$ cat config.mk
export PLATFORM = sky130hd
export DESIGN_NAME = mie_regfile
export DESIGN_NICKNAME = d
export VERILOG_FILES = /design/src/rtl/mie_pkg.sv /design/src/rtl/mie_regfile.sv
export SDC_FILE = /design/constraint.sdc
export NUM_CORES = 1
export LEC_CHECK = 0
export BUFFER_PORTS_ARGS = -buffer_cell sky130_fd_sc_hd__buf_2
export CORE_MARGIN = 4
export CORE_UTILIZATION = 64
export DETAILED_ROUTE_END_ITERATION = 8
export GPL_TIMING_DRIVEN = 0
export PLACE_DENSITY = 0.92
export SLEW_MARGIN = 20
export SYNTH_ARGS = -nofsm -noshare
export SYNTH_HDL_FRONTEND = slang
export SYNTH_SLANG_ARGS = --single-unit
$ cat constraint.sdc
create_clock -name clock -period 8 [get_ports clock]
set_input_delay 2 -clock clock [delete_from_list [all_inputs] [get_ports clock]]
set_output_delay 2 -clock clock [all_outputs]
set_load 0.01 [all_outputs]
$ cat src/rtl/mie_pkg.sv
// Shared types, opcodes and constants of the MIPS32 integer executor.
`timescale 1ns / 1ps
package mie_pkg;

   localparam int DATA_WORDS_DEFAULT = 1024;
   localparam logic [20:0] PROGRAM_WORDS_RESET = 21'd1048576;

   // result status codes
   localparam logic [1:0] STATUS_OK       = 2'd0;
   localparam logic [1:0] STATUS_DIV_ZERO = 2'd1;
   localparam logic [1:0] STATUS_UNKNOWN  = 2'd2;
   localparam logic [1:0] STATUS_RANGE    = 2'd3;

   // primary opcodes
   localparam logic [5:0] OP_SPECIAL = 6'h00;
   localparam logic [5:0] OP_J       = 6'h02;
   localparam logic [5:0] OP_JAL     = 6'h03;
   localparam logic [5:0] OP_BEQ     = 6'h04;
   localparam logic [5:0] OP_BNE     = 6'h05;
   localparam logic [5:0] OP_BLEZ    = 6'h06;
   localparam logic [5:0] OP_BGTZ    = 6'h07;
   localparam logic [5:0] OP_ADDI    = 6'h08;
   localparam logic [5:0] OP_ADDIU   = 6'h09;
   localparam logic [5:0] OP_SLTI    = 6'h0A;
   localparam logic [5:0] OP_SLTIU   = 6'h0B;
   localparam logic [5:0] OP_ANDI    = 6'h0C;
   localparam logic [5:0] OP_ORI     = 6'h0D;
   localparam logic [5:0] OP_XORI    = 6'h0E;
   localparam logic [5:0] OP_LUI     = 6'h0F;
   localparam logic [5:0] OP_LB      = 6'h20;
   localparam logic [5:0] OP_LH      = 6'h21;
   localparam logic [5:0] OP_LW      = 6'h23;
   localparam logic [5:0] OP_LBU     = 6'h24;
   localparam logic [5:0] OP_LHU     = 6'h25;
   localparam logic [5:0] OP_SB      = 6'h28;
   localparam logic [5:0] OP_SH      = 6'h29;
   localparam logic [5:0] OP_SW      = 6'h2B;

   // function codes of the special opcode
   localparam logic [5:0] FN_SLL   = 6'h00;
   localparam logic [5:0] FN_SRL   = 6'h02;
   localparam logic [5:0] FN_SRA   = 6'h03;
   localparam logic [5:0] FN_SLLV  = 6'h04;
   localparam logic [5:0] FN_SRLV  = 6'h06;
   localparam logic [5:0] FN_SRAV  = 6'h07;
   localparam logic [5:0] FN_JR    = 6'h08;
   localparam logic [5:0] FN_MFHI  = 6'h10;
   localparam logic [5:0] FN_MFLO  = 6'h12;
   localparam logic [5:0] FN_MULT  = 6'h18;
   localparam logic [5:0] FN_MULTU = 6'h19;
   localparam logic [5:0] FN_DIV   = 6'h1A;
   localparam logic [5:0] FN_DIVU  = 6'h1B;
   localparam logic [5:0] FN_ADD   = 6'h20;
   localparam logic [5:0] FN_ADDU  = 6'h21;
   localparam logic [5:0] FN_SUB   = 6'h22;
   localparam logic [5:0] FN_SUBU  = 6'h23;
   localparam logic [5:0] FN_AND   = 6'h24;
   localparam logic [5:0] FN_OR    = 6'h25;
   localparam logic [5:0] FN_XOR   = 6'h26;
   localparam logic [5:0] FN_SLT   = 6'h2A;
   localparam logic [5:0] FN_SLTU  = 6'h2B;

   localparam logic [4:0] LINK_REG = 5'd31;

   typedef struct packed {
      logic        start;
      logic        signed_op;
   } div_ctl_type;

   typedef struct packed {
      logic [31:0] next_pc;
      logic [1:0]  status;
      logic        reg_write;
      logic [4:0]  reg_index;
      logic [31:0] reg_value;
      logic        hilo_write;
      logic [31:0] hi_value;
      logic [31:0] lo_value;
      logic        mem_write;
      logic [31:0] mem_address;
      logic [31:0] mem_data;
   } result_type;

endpackage

$ cat src/rtl/mie_regfile.sv
// General register file: 32 words, two registered read ports, one write port.
`timescale 1ns / 1ps
module mie_regfile
   import mie_pkg::*;
(
   input  logic        clock,
   input  logic        reset,
   input  logic        rd_en,
   input  logic [4:0]  rd_addr_a,
   input  logic [4:0]  rd_addr_b,
   output logic [31:0] rd_data_a,
   output logic [31:0] rd_data_b,
   input  logic        wr_en,
   input  logic [4:0]  wr_addr,
   input  logic [31:0] wr_data
);

   logic [31:0] mem [32];
   logic [31:0] valid_ff;
   logic [31:0] data_a_ff;
   logic [31:0] data_b_ff;
   logic        valid_a_ff;
   logic        valid_b_ff;

   always_ff @(posedge clock) begin
      if (wr_en) begin
         mem[wr_addr] <= wr_data;
      end
      if (rd_en) begin
         data_a_ff <= mem[rd_addr_a];
         data_b_ff <= mem[rd_addr_b];
      end
   end

   // unwritten entries read as zero
   always_ff @(posedge clock) begin
      if (reset) begin
         valid_ff   <= '0;
         valid_a_ff <= 1'b0;
         valid_b_ff <= 1'b0;
      end else begin
         if (wr_en) begin
            valid_ff[wr_addr] <= 1'b1;
         end
         if (rd_en) begin
            valid_a_ff <= valid_ff[rd_addr_a];
            valid_b_ff <= valid_ff[rd_addr_b];
         end
      end
   end

   assign rd_data_a = valid_a_ff ? data_a_ff : 32'd0;
   assign rd_data_b = valid_b_ff ? data_b_ff : 32'd0;

endmodule

==> reports/metrics.yaml <==
die_area_mm2: 0.0839
max_slew_margin_pct: 13.8
syn_inst: 2248
syn_to_final_growth_pct: 14.1
grt_pass1_vias: 32600
tightestPinTransition_ns: 1.29
run_status: "finished, final reports clean"
multi_input_area_mm2: 0.0168
hold_path.class: "reg2reg"
row_count: 103
synth_edf_count: 1088
setup_viol: 0
clk_path_buf_depth: 3
fillers: 3726
routed-via-count: 31800
synth_seq_cells: 1122
path_class: "reg2out"
max_cap_viol_count: 0
holdPathEnd: "valid_ff[31]"
grt_max_degree: 41
cp_max_fo: 10
routed_via_density: 8.66
cts_tree: "built"
synth_area_per_cell_um2: 22.6
critPathRequiredTime_ns: 6.00
max_stage_delay_ns: 0.97
dp_cells: 3457
drv_slew: 0
post-route-period-util_pct: 61.0
synth_ff_type: "edfxtp_1"
wirelength_um: 181000
powerDensity_mw_per_mm2: 229
end_kind: "primary output"
yosys_warnings: 0
path_buf_inv: 2
numCtsBuffers: 110
ys_types: 26
synth.most_common_cell: "edfxtp_1"
num_io_pins: 115
synthTopCellsByArea: "edfxtp_1 (64%), mux4_2 (28%), mux2_2 (1.4%), dfxtp_1 (1.3%), and2_1 (0.81%)"
synth_area_leader_cell: "edfxtp_1"
cp_cell_sequence: "clkbuf_1 > and2_1 > buf_2"
root_buffer: "clkbuf_16"
cpMaxStageDelayCell: "clkbuf_1"
worst_r2r_startpoint: "mem[27][27]"
initial_core_util_pct: 64.5
min_period_ns: 4.88
fin_tns_setup_ns: 0
final-instance-count-excl-fill: 3670
timing_hold_violations_final: 0
syn_nets: 2299
yosysSeqAreaShare_pct: 65.7
drt_iter0_markers: 7076
r2r_end: "data_a_ff[27]"
ff_latch_area_mm2: 0.0334
start_kind: "flop"
drive_gt1_share_pct: 44.3
r2r_slack_ns: 5.83
drtPass1Iterations: 6
ant_nets: 0
synth.top_cell.area_share_pct: 64.4
dp.final_hpwl_um: 110000
clock_skew_ns: 0.0266
fp.dieW_um: 290
worst_skew_pair.late_latency_ns: 0.71
power_leakage_uw: 0.0184
r2r_cells: 3
synthArstFlopShare_pct: 0
cts_resized: 0
io_buffers: 106
yosys-top-cells-count: "edfxtp_1 (1088), mux4_2 (640), nor2_1 (101)"
hold_buffers: 0
min_path_cells: 2
globalplace.congestion: 0.881
die_h_um: 290
grt_util_all_layers_pct: 44.1
clkSinkCount: 1122
arrival_ns: 2.88
post_cts_buffers: 0
rsz0062_at_grt: "no"
ir_drop_v: 0.000205
drcViolationCount: 0
cts_max_level: 3
grt_pass1_wl_um: 251000
worstHoldStart: "valid_ff[31]"
antenna_found_initial: 7
path_clk_slew_ns: 0.06
wl_per_cell_um: 49.4
synthesis.area_mm2: 0.0508
grt_overflow_total: 0
final_nets: 2571
fmax_mhz: 205
core_area_mm2: 0.0787
crit_family: "buffers and inverters"
## kinds of logic (layout without fill, tap and decap cells)
family	after synthesis	in the layout	share of synthesized area, %
buffers and inverters	166	534	1.60
AND/OR/NAND/NOR	206	206	2.00
AO/OA/AOI/OAI	18	18	0.244
flip-flops	1122	1122	65.7
multiplexers	736	736	30.4
other	0	4	0
## layout by cell type, fill, tap and decap left out, types with 4 or more instances in the layout
master	n
edfxtp_1	1088
mux4_2	640
buf_2	159
clkbuf_16	119
clkbuf_1	75
nor2_1	69
and2_1	66
mux2_2	64
dfxtp_1	34
nor2_4	32
mux2i_1	32
clkinv_2	32
buf_16	32
buf_12	21
buf_1	19
clkinv_1	19
clkbuf_2	18
buf_6	17
nand2_1	11
bufinv_16	11
nand3_1	9
a22oi_1	7
a21oi_1	6
nand3b_1	5
diode_2	4
nor2b_1	4
clkbuf_8	4
## tightest hold or removal path: cells and delay by family (launching register included)
kind          cells  cell delay, ns
simple gates      2            0.14
flops             1            0.32
## area by class of cell
cell class | instances | share of cell area [%]
diodes | 4 | 0.0173
clock buffers | 140 | 5.35
multi-input cells | 960 | 29.1
clock inverters | 68 | 1.08
repair buffers | 160 | 3.19
well taps | 1050 | 2.27
plain buffers | 166 | 1.45
flip-flops and latches | 1122 | 57.6
## metrics by stage
step | total power, uW | cell area [um^2] | worst slack [ns] | utilization [%] | hold slack (ns)
final | 13300 | 57900 | 3.12 | 73.5 | 0.504
after global routing | 13500 | 57900 | 3.21 | 73.5 | 0.521
after CTS | 13200 | 57900 | 3.21 | 73.5 | 0.500
after detailed placement | 7820 | 54200 | 2.56 | 68.8 | 0.488
after global placement | 7710 | 52600 | 1.37 | 66.8 | 0.477
after floorplan | 7360 | 50800 | 3.53 | - | 0.462
## power breakdown
group	switching, uW	internal [uW]	total (uW)
logic	697	490	1190
registers	60.0	6560	6620
clock network	2380	3090	5480
## sequential cells by signal (all words and copies together) (netlist names)
signal      cells
valid_ff       32
mem          1024
data_a_ff      32
data_b_ff      32
valid_b_ff      1
valid_a_ff      1
## how the worst max path moves through the flow
stage	startpoint	to	slack, ns	cells past startpoint
3_3_place_gp	wr_addr[0]	mem[8][12]	1.37	4
6_report	valid_b_ff	rd_data_b[11]	3.12	3
3_5_place_dp	rd_addr_b[1]	data_b_ff[22]	2.56	6
4_1_cts	rd_addr_b[1]	data_b_ff[27]	3.21	6
5_1_grt	valid_b_ff	rd_data_b[11]	3.21	3
2_1_floorplan	wr_addr[0]	mem[12][0]	3.53	3
## metal layers
metal  global-route usage (%)  vias to the layer above  part of all wire (%)
met5                    0.465                        -                 0.095
met4                     33.5                       12                    10
met3                     17.2                     1302                    17
met2                     66.6                     4366                    45
met1                     51.7                    15600                    27
li1                         -                    10500                     -
Note: power is estimated with default switching activity, not from simulation.
