[config.mk]
export PLATFORM = sky130hd
export DESIGN_NAME = mie_divider
export DESIGN_NICKNAME = d
export VERILOG_FILES = /design/src/rtl/mie_pkg.sv /design/src/rtl/mie_divider.sv
export SDC_FILE = /design/constraint.sdc
export NUM_CORES = 1
export LEC_CHECK = 0
export ABC_AREA = 0
export BUFFER_PORTS_ARGS = -buffer_cell sky130_fd_sc_hd__buf_2
export CORE_ASPECT_RATIO = 1.5
export CORE_UTILIZATION = 53
export DETAILED_ROUTE_END_ITERATION = 12
export PLACE_DENSITY_LB_ADDON = 0.1
export SYNTH_ARGS = -nofsm -noshare
export SYNTH_HDL_FRONTEND = slang
export SYNTH_SLANG_ARGS = --single-unit
export TNS_END_PERCENT = 30
[constraint.sdc]
create_clock -name clock -period 14.7 [get_ports clock]
set_input_delay 2.94 -clock clock [delete_from_list [all_inputs] [get_ports clock]]
set_output_delay 2.94 -clock clock [all_outputs]
set_load 0.01 [all_outputs]
[src/rtl/mie_pkg.sv]
// Shared types, opcodes and constants of the MIPS32 integer executor.
`timescale 1ns / 1ps
package mie_pkg;

   localparam int DATA_WORDS_DEFAULT = 1024;
   localparam logic [20:0] PROGRAM_WORDS_RESET = 21'd1048576;

   // result status codes
   localparam logic [1:0] STATUS_OK       = 2'd0;
   localparam logic [1:0] STATUS_DIV_ZERO = 2'd1;
   localparam logic [1:0] STATUS_UNKNOWN  = 2'd2;
   localparam logic [1:0] STATUS_RANGE    = 2'd3;

   // primary opcodes
   localparam logic [5:0] OP_SPECIAL = 6'h00;
   localparam logic [5:0] OP_J       = 6'h02;
   localparam logic [5:0] OP_JAL     = 6'h03;
   localparam logic [5:0] OP_BEQ     = 6'h04;
   localparam logic [5:0] OP_BNE     = 6'h05;
   localparam logic [5:0] OP_BLEZ    = 6'h06;
   localparam logic [5:0] OP_BGTZ    = 6'h07;
   localparam logic [5:0] OP_ADDI    = 6'h08;
   localparam logic [5:0] OP_ADDIU   = 6'h09;
   localparam logic [5:0] OP_SLTI    = 6'h0A;
   localparam logic [5:0] OP_SLTIU   = 6'h0B;
   localparam logic [5:0] OP_ANDI    = 6'h0C;
   localparam logic [5:0] OP_ORI     = 6'h0D;
   localparam logic [5:0] OP_XORI    = 6'h0E;
   localparam logic [5:0] OP_LUI     = 6'h0F;
   localparam logic [5:0] OP_LB      = 6'h20;
   localparam logic [5:0] OP_LH      = 6'h21;
   localparam logic [5:0] OP_LW      = 6'h23;
   localparam logic [5:0] OP_LBU     = 6'h24;
   localparam logic [5:0] OP_LHU     = 6'h25;
   localparam logic [5:0] OP_SB      = 6'h28;
   localparam logic [5:0] OP_SH      = 6'h29;
   localparam logic [5:0] OP_SW      = 6'h2B;

   // function codes of the special opcode
   localparam logic [5:0] FN_SLL   = 6'h00;
   localparam logic [5:0] FN_SRL   = 6'h02;
   localparam logic [5:0] FN_SRA   = 6'h03;
   localparam logic [5:0] FN_SLLV  = 6'h04;
   localparam logic [5:0] FN_SRLV  = 6'h06;
   localparam logic [5:0] FN_SRAV  = 6'h07;
   localparam logic [5:0] FN_JR    = 6'h08;
   localparam logic [5:0] FN_MFHI  = 6'h10;
   localparam logic [5:0] FN_MFLO  = 6'h12;
   localparam logic [5:0] FN_MULT  = 6'h18;
   localparam logic [5:0] FN_MULTU = 6'h19;
   localparam logic [5:0] FN_DIV   = 6'h1A;
   localparam logic [5:0] FN_DIVU  = 6'h1B;
   localparam logic [5:0] FN_ADD   = 6'h20;
   localparam logic [5:0] FN_ADDU  = 6'h21;
   localparam logic [5:0] FN_SUB   = 6'h22;
   localparam logic [5:0] FN_SUBU  = 6'h23;
   localparam logic [5:0] FN_AND   = 6'h24;
   localparam logic [5:0] FN_OR    = 6'h25;
   localparam logic [5:0] FN_XOR   = 6'h26;
   localparam logic [5:0] FN_SLT   = 6'h2A;
   localparam logic [5:0] FN_SLTU  = 6'h2B;

   localparam logic [4:0] LINK_REG = 5'd31;

   typedef struct packed {
      logic        start;
      logic        signed_op;
   } div_ctl_type;

   typedef struct packed {
      logic [31:0] next_pc;
      logic [1:0]  status;
      logic        reg_write;
      logic [4:0]  reg_index;
      logic [31:0] reg_value;
      logic        hilo_write;
      logic [31:0] hi_value;
      logic [31:0] lo_value;
      logic        mem_write;
      logic [31:0] mem_address;
      logic [31:0] mem_data;
   } result_type;

endpackage

[src/rtl/mie_divider.sv]
// Iterative restoring divider, one quotient bit a cycle, signed or unsigned.
`timescale 1ns / 1ps
module mie_divider
   import mie_pkg::*;
(
   input  logic        clock,
   input  logic        reset,
   input  div_ctl_type ctl,
   input  logic [31:0] dividend,
   input  logic [31:0] divisor,
   output logic        done,
   output logic [31:0] quotient,
   output logic [31:0] remainder
);

   logic        busy_ff;
   logic        done_ff;
   logic [4:0]  count_ff;
   logic [31:0] rem_ff;
   logic [31:0] quo_ff;
   logic [31:0] dvs_ff;
   logic        neg_q_ff;
   logic        neg_r_ff;
   logic        neg_a;
   logic        neg_b;
   logic [32:0] rem_shift;
   logic [32:0] diff;

   assign neg_a     = ctl.signed_op & dividend[31];
   assign neg_b     = ctl.signed_op & divisor[31];
   assign rem_shift = {rem_ff, quo_ff[31]};
   assign diff      = rem_shift - {1'b0, dvs_ff};

   always_ff @(posedge clock) begin
      if (reset) begin
         busy_ff <= 1'b0;
         done_ff <= 1'b0;
      end else begin
         done_ff <= 1'b0;
         if (ctl.start) begin
            busy_ff  <= 1'b1;
            count_ff <= '0;
            rem_ff   <= '0;
            quo_ff   <= neg_a ? 32'd0 - dividend : dividend;
            dvs_ff   <= neg_b ? 32'd0 - divisor : divisor;
            neg_q_ff <= neg_a ^ neg_b;
            neg_r_ff <= neg_a;
         end else if (busy_ff) begin
            // keep the difference when it does not borrow
            if (!diff[32]) begin
               rem_ff <= diff[31:0];
            end else begin
               rem_ff <= rem_shift[31:0];
            end
            quo_ff   <= {quo_ff[30:0], ~diff[32]};
            count_ff <= count_ff + 5'd1;
            if (count_ff == 5'd31) begin
               busy_ff <= 1'b0;
               done_ff <= 1'b1;
            end
         end
      end
   end

   assign done      = done_ff;
   assign quotient  = neg_q_ff ? 32'd0 - quo_ff : quo_ff;
   assign remainder = neg_r_ff ? 32'd0 - rem_ff : rem_ff;

endmodule

==> results.py <==
metrics = {
    "logic_synthesis": {
        "yosys.area.top_type_share_pct": 36.5,
        "syn_avg_cell_area_sq_um": 9.10,
        "yosys-mux-area-fraction_pct": 3.85,
        "synth-seq-area-share_pct": 36.9,
        "synth-edff-count": 103,
        "yosys-top-cells-count": "105 x xnor2_1, 103 x edfxtp_1, 96 x nor2_1, 82 x a21oi_1, 69 x nand2_1",
        "synth-compound-area-share_pct": 17.7,
        "synth_fa_ha_area_share_pct": 5.84,
        "synth_cells": 932,
        "synthTopCellsByArea": "edfxtp_1 36%, xnor2_1 11%, ha_1 5.6%, a21oi_1 4.8%, nor2_1 4.2%",
        "yosys_warnings": 0,
        "synthArstFlopShare_pct": 0,
        "yosys.area_share.simple_pct": 16.5,
        "yosysTopAreaCell": "edfxtp_1",
        "yosys.area_share.xor_xnor_pct": 15.1,
        "synthesis.area_sq_um": 8480,
        "synth.most_common_cell": "xnor2_1",
        "ys_types": 66,
        "yosys_most_used_dff": "edfxtp_1",
        "synth-seq-cells": 105,
        "synth_top_family_by_area": "compound AO/OA/AOI/OAI gates",
        "syn_nets": 1039,
    },
    "finish": {
        "instances_no_fill": 1256,
        "multi_input_area_sq_um": 5020,
        "fin_nets": 1152,
        "drive_above_1_share_pct": 16.3,
        "syn2layout_area_growth_pct": 13.3,
        "seqCellArea_sq_um": 3130,
        "fillCellCount": 1377,
    },
    "critical_path": {
        "cp.required_ns": 11.76,
        "worstSetupEndpointType": "primary output",
        "reg2reg_from": "quo_ff[31]",
        "r2r_end": "rem_ff[27]",
        "worstPathArrival_ns": 3.45,
        "r2r_setup_slack_ns": 10.40,
        "worst-setup-path-type": "reg -> out",
        "crit_fanout": 5,
        "start_kind": "flip-flop",
        "reg2reg_depth": 13,
    },
    "floorplanning": {
        "io_pins": 133,
        "num_rows": 56,
        "core_sq_um": 15600,
        "die-area_sq_um": 16500,
        "start_util_pct": 54.3,
        "die_h_microns": 157,
        "dieWidth_microns": 105,
    },
    "job": {
        "drv_cap": 0,
    },
    "global_routing": {
        "grt_pass1_wl_microns": 31200,
        "grt_pass1_vias": 6777,
        "track_usage_pct": 23.6,
        "grt.overflow.total": 0,
        "grt_max_degree": 76,
        "antenna_found_initial": 2,
    },
    "cts": {
        "h-tree-depth": 3,
        "cts_made_buffers": 9,
        "clockBufferDepth": 2,
        "hold_buffers": 0,
        "cts_root_buf": "clkbuf_16",
        "clk_latency_ns": 0.34,
        "cts_setup_buffers": 0,
        "cts_resized": 0,
        "clock-sinks": 105,
        "path_clk_slew_ns": 0.08,
        "cts_tree": "yes",
    },
    "power": {
        "irDropWorstVdd_mv": 0.0537,
        "pwr_density_cell_nw_per_um2": 99.8,
        "swShare_pct": 33.0,
        "power.net_switching_w": 0.000316,
        "p_clk_share_pct": 26.3,
        "combPwrFrac_pct": 32.8,
        "power_leakage_nw": 3.91,
        "p_int_w": 0.000644,
        "pwr-share-seq_pct": 40.9,
    },
    "drt": {
        "vias_per_cell": 5.57,
        "via_count": 7002,
        "postRouteAntennaNets": 0,
        "drt-total-wl_microns": 19200,
        "wl_per_cell_microns": 15.3,
        "drcViolationCount": 0,
        "drt-initial-drc-count": 315,
        "drt_pass1_iterations": 5,
    },
    "run_status": {
        "outcome": "complete, no violations",
    },
    "timing": {
        "max_slew_margin_pct": 25.0,
        "tns_ns": 0,
        "fmax_mhz": 157,
        "fin_crit_ns": 6.39,
        "finalMaxSlewViolations": 0,
        "setup_viol": 0,
        "finClkSkew_ns": 0.0126,
        "post-route-period-util_pct": 43.4,
        "rsz0062_at_grt": "false",
        "hold_viol": 0,
        "worstMarginPinSlew_ns": 1.12,
    },
    "placement": {
        "dp_cells": 1237,
        "port-buffer-count": 132,
        "gp_congestion": 0.887,
        "hpwlAfterDp_microns": 15000,
    },
    "min_path": {
        "hp-start": "busy_ff",
        "holdPathStages": 1,
        "worstHoldPathType": "reg -> reg",
        "worst_hold_path.endpoint": "done",
    },
}
==> cell usage in the layout, fill, tap and decap left out, types with 25 or more instances in the layout <==
cell	instances
a21oi_1	82
buf_2	132
edfxtp_1	103
ha_1	38
inv_1	49
mux2i_1	27
nand2_1	69
nor2_1	94
nor3_1	25
o21ai_0	38
xnor2_1	105
xor2_1	41
==> cell families (layout without fill, tap and decap cells) <==
group,count (synthesis),after routing
AND/OR/NAND/NOR,289,289
adder cells (fa/ha/maj),39,39
XOR/XNOR,146,146
buffers and inverters,87,205
multiplexers,32,32
flip-flops,105,105
other,0,3
AO/OA/AOI/OAI,234,234
==> critical path: stages, from the launching register on <==
cell and delay, ns:
edfxtp_1 0.45, inv_1 0.14, ha_1 0.17, nand2b_1 0.11, nand2b_1 0.18, or4_1 0.47
or3_1 0.45, or3_4 0.43, nand2b_1 0.21, o31ai_2 0.22, xnor2_1 0.14, buf_2 0.15
==> power groups by stage <==
stage               combinational, W  sequential (W)  clock [W]
detailed placement          0.000314        0.000399          0
floorplan                   0.000239        0.000389          0
global placement            0.000312        0.000398          0
global route                0.000349        0.000396   0.000268
finish                      0.000314        0.000393   0.000253
CTS                         0.000316        0.000393   0.000258
==> per-stage QoR <==
stage	hold WS, ns	setup WS [ns]	cell area [sq um]	power (W)	utilization [%]
after floorplan	0.444	7.74	8480	0.000628	-
after global placement	0.467	8.74	9300	0.000710	59.5
after detailed placement	0.468	8.65	9300	0.000714	59.5
after CTS	0.479	8.27	9610	0.000967	61.5
after global routing	0.488	8.11	9610	0.00101	61.5
final	0.476	8.31	9620	0.000960	61.5
==> layer usage <==
layer	GRT usage, %	up-vias	part of all wire (%)
li1	-	3601	-
met1	26.2	3234	42
met2	43.7	136	51
met3	4.76	31	4.4
met4	9.52	0	3.0
met5	0	-	0
==> how the worst max path moves through the flow <==
stage,cells after the start,endpoint,slack [ns],startpoint
global route,10,remainder[29],8.11,rem_ff[2]
floorplan,4,count_ff[0],7.74,ctl[1]
finish,11,remainder[28],8.31,rem_ff[0]
detailed placement,11,remainder[28],8.65,rem_ff[0]
CTS,11,remainder[28],8.27,rem_ff[0]
global placement,11,remainder[28],8.74,rem_ff[0]
==> registers in the layout, indices dropped and copies added (netlist names) <==
| signal | cells |
|---|---|
| done | 1 |
| count_ff | 5 |
| quo_ff | 32 |
| rem_ff | 32 |
| neg_r_ff | 1 |
| busy_ff | 1 |
| dvs_ff | 32 |
| neg_q_ff | 1 |
==> cell type report <==
cell class,instances,area share (%)
clock inverter,6,0.768
sequential,105,32.6
timing repair buffer,136,7.18
clock buffer,10,2.49
inverter,53,2.07
tap,203,2.64
antenna,3,0.0781
multi-input combinational,740,52.2
(Power assumes the default switching activity.)
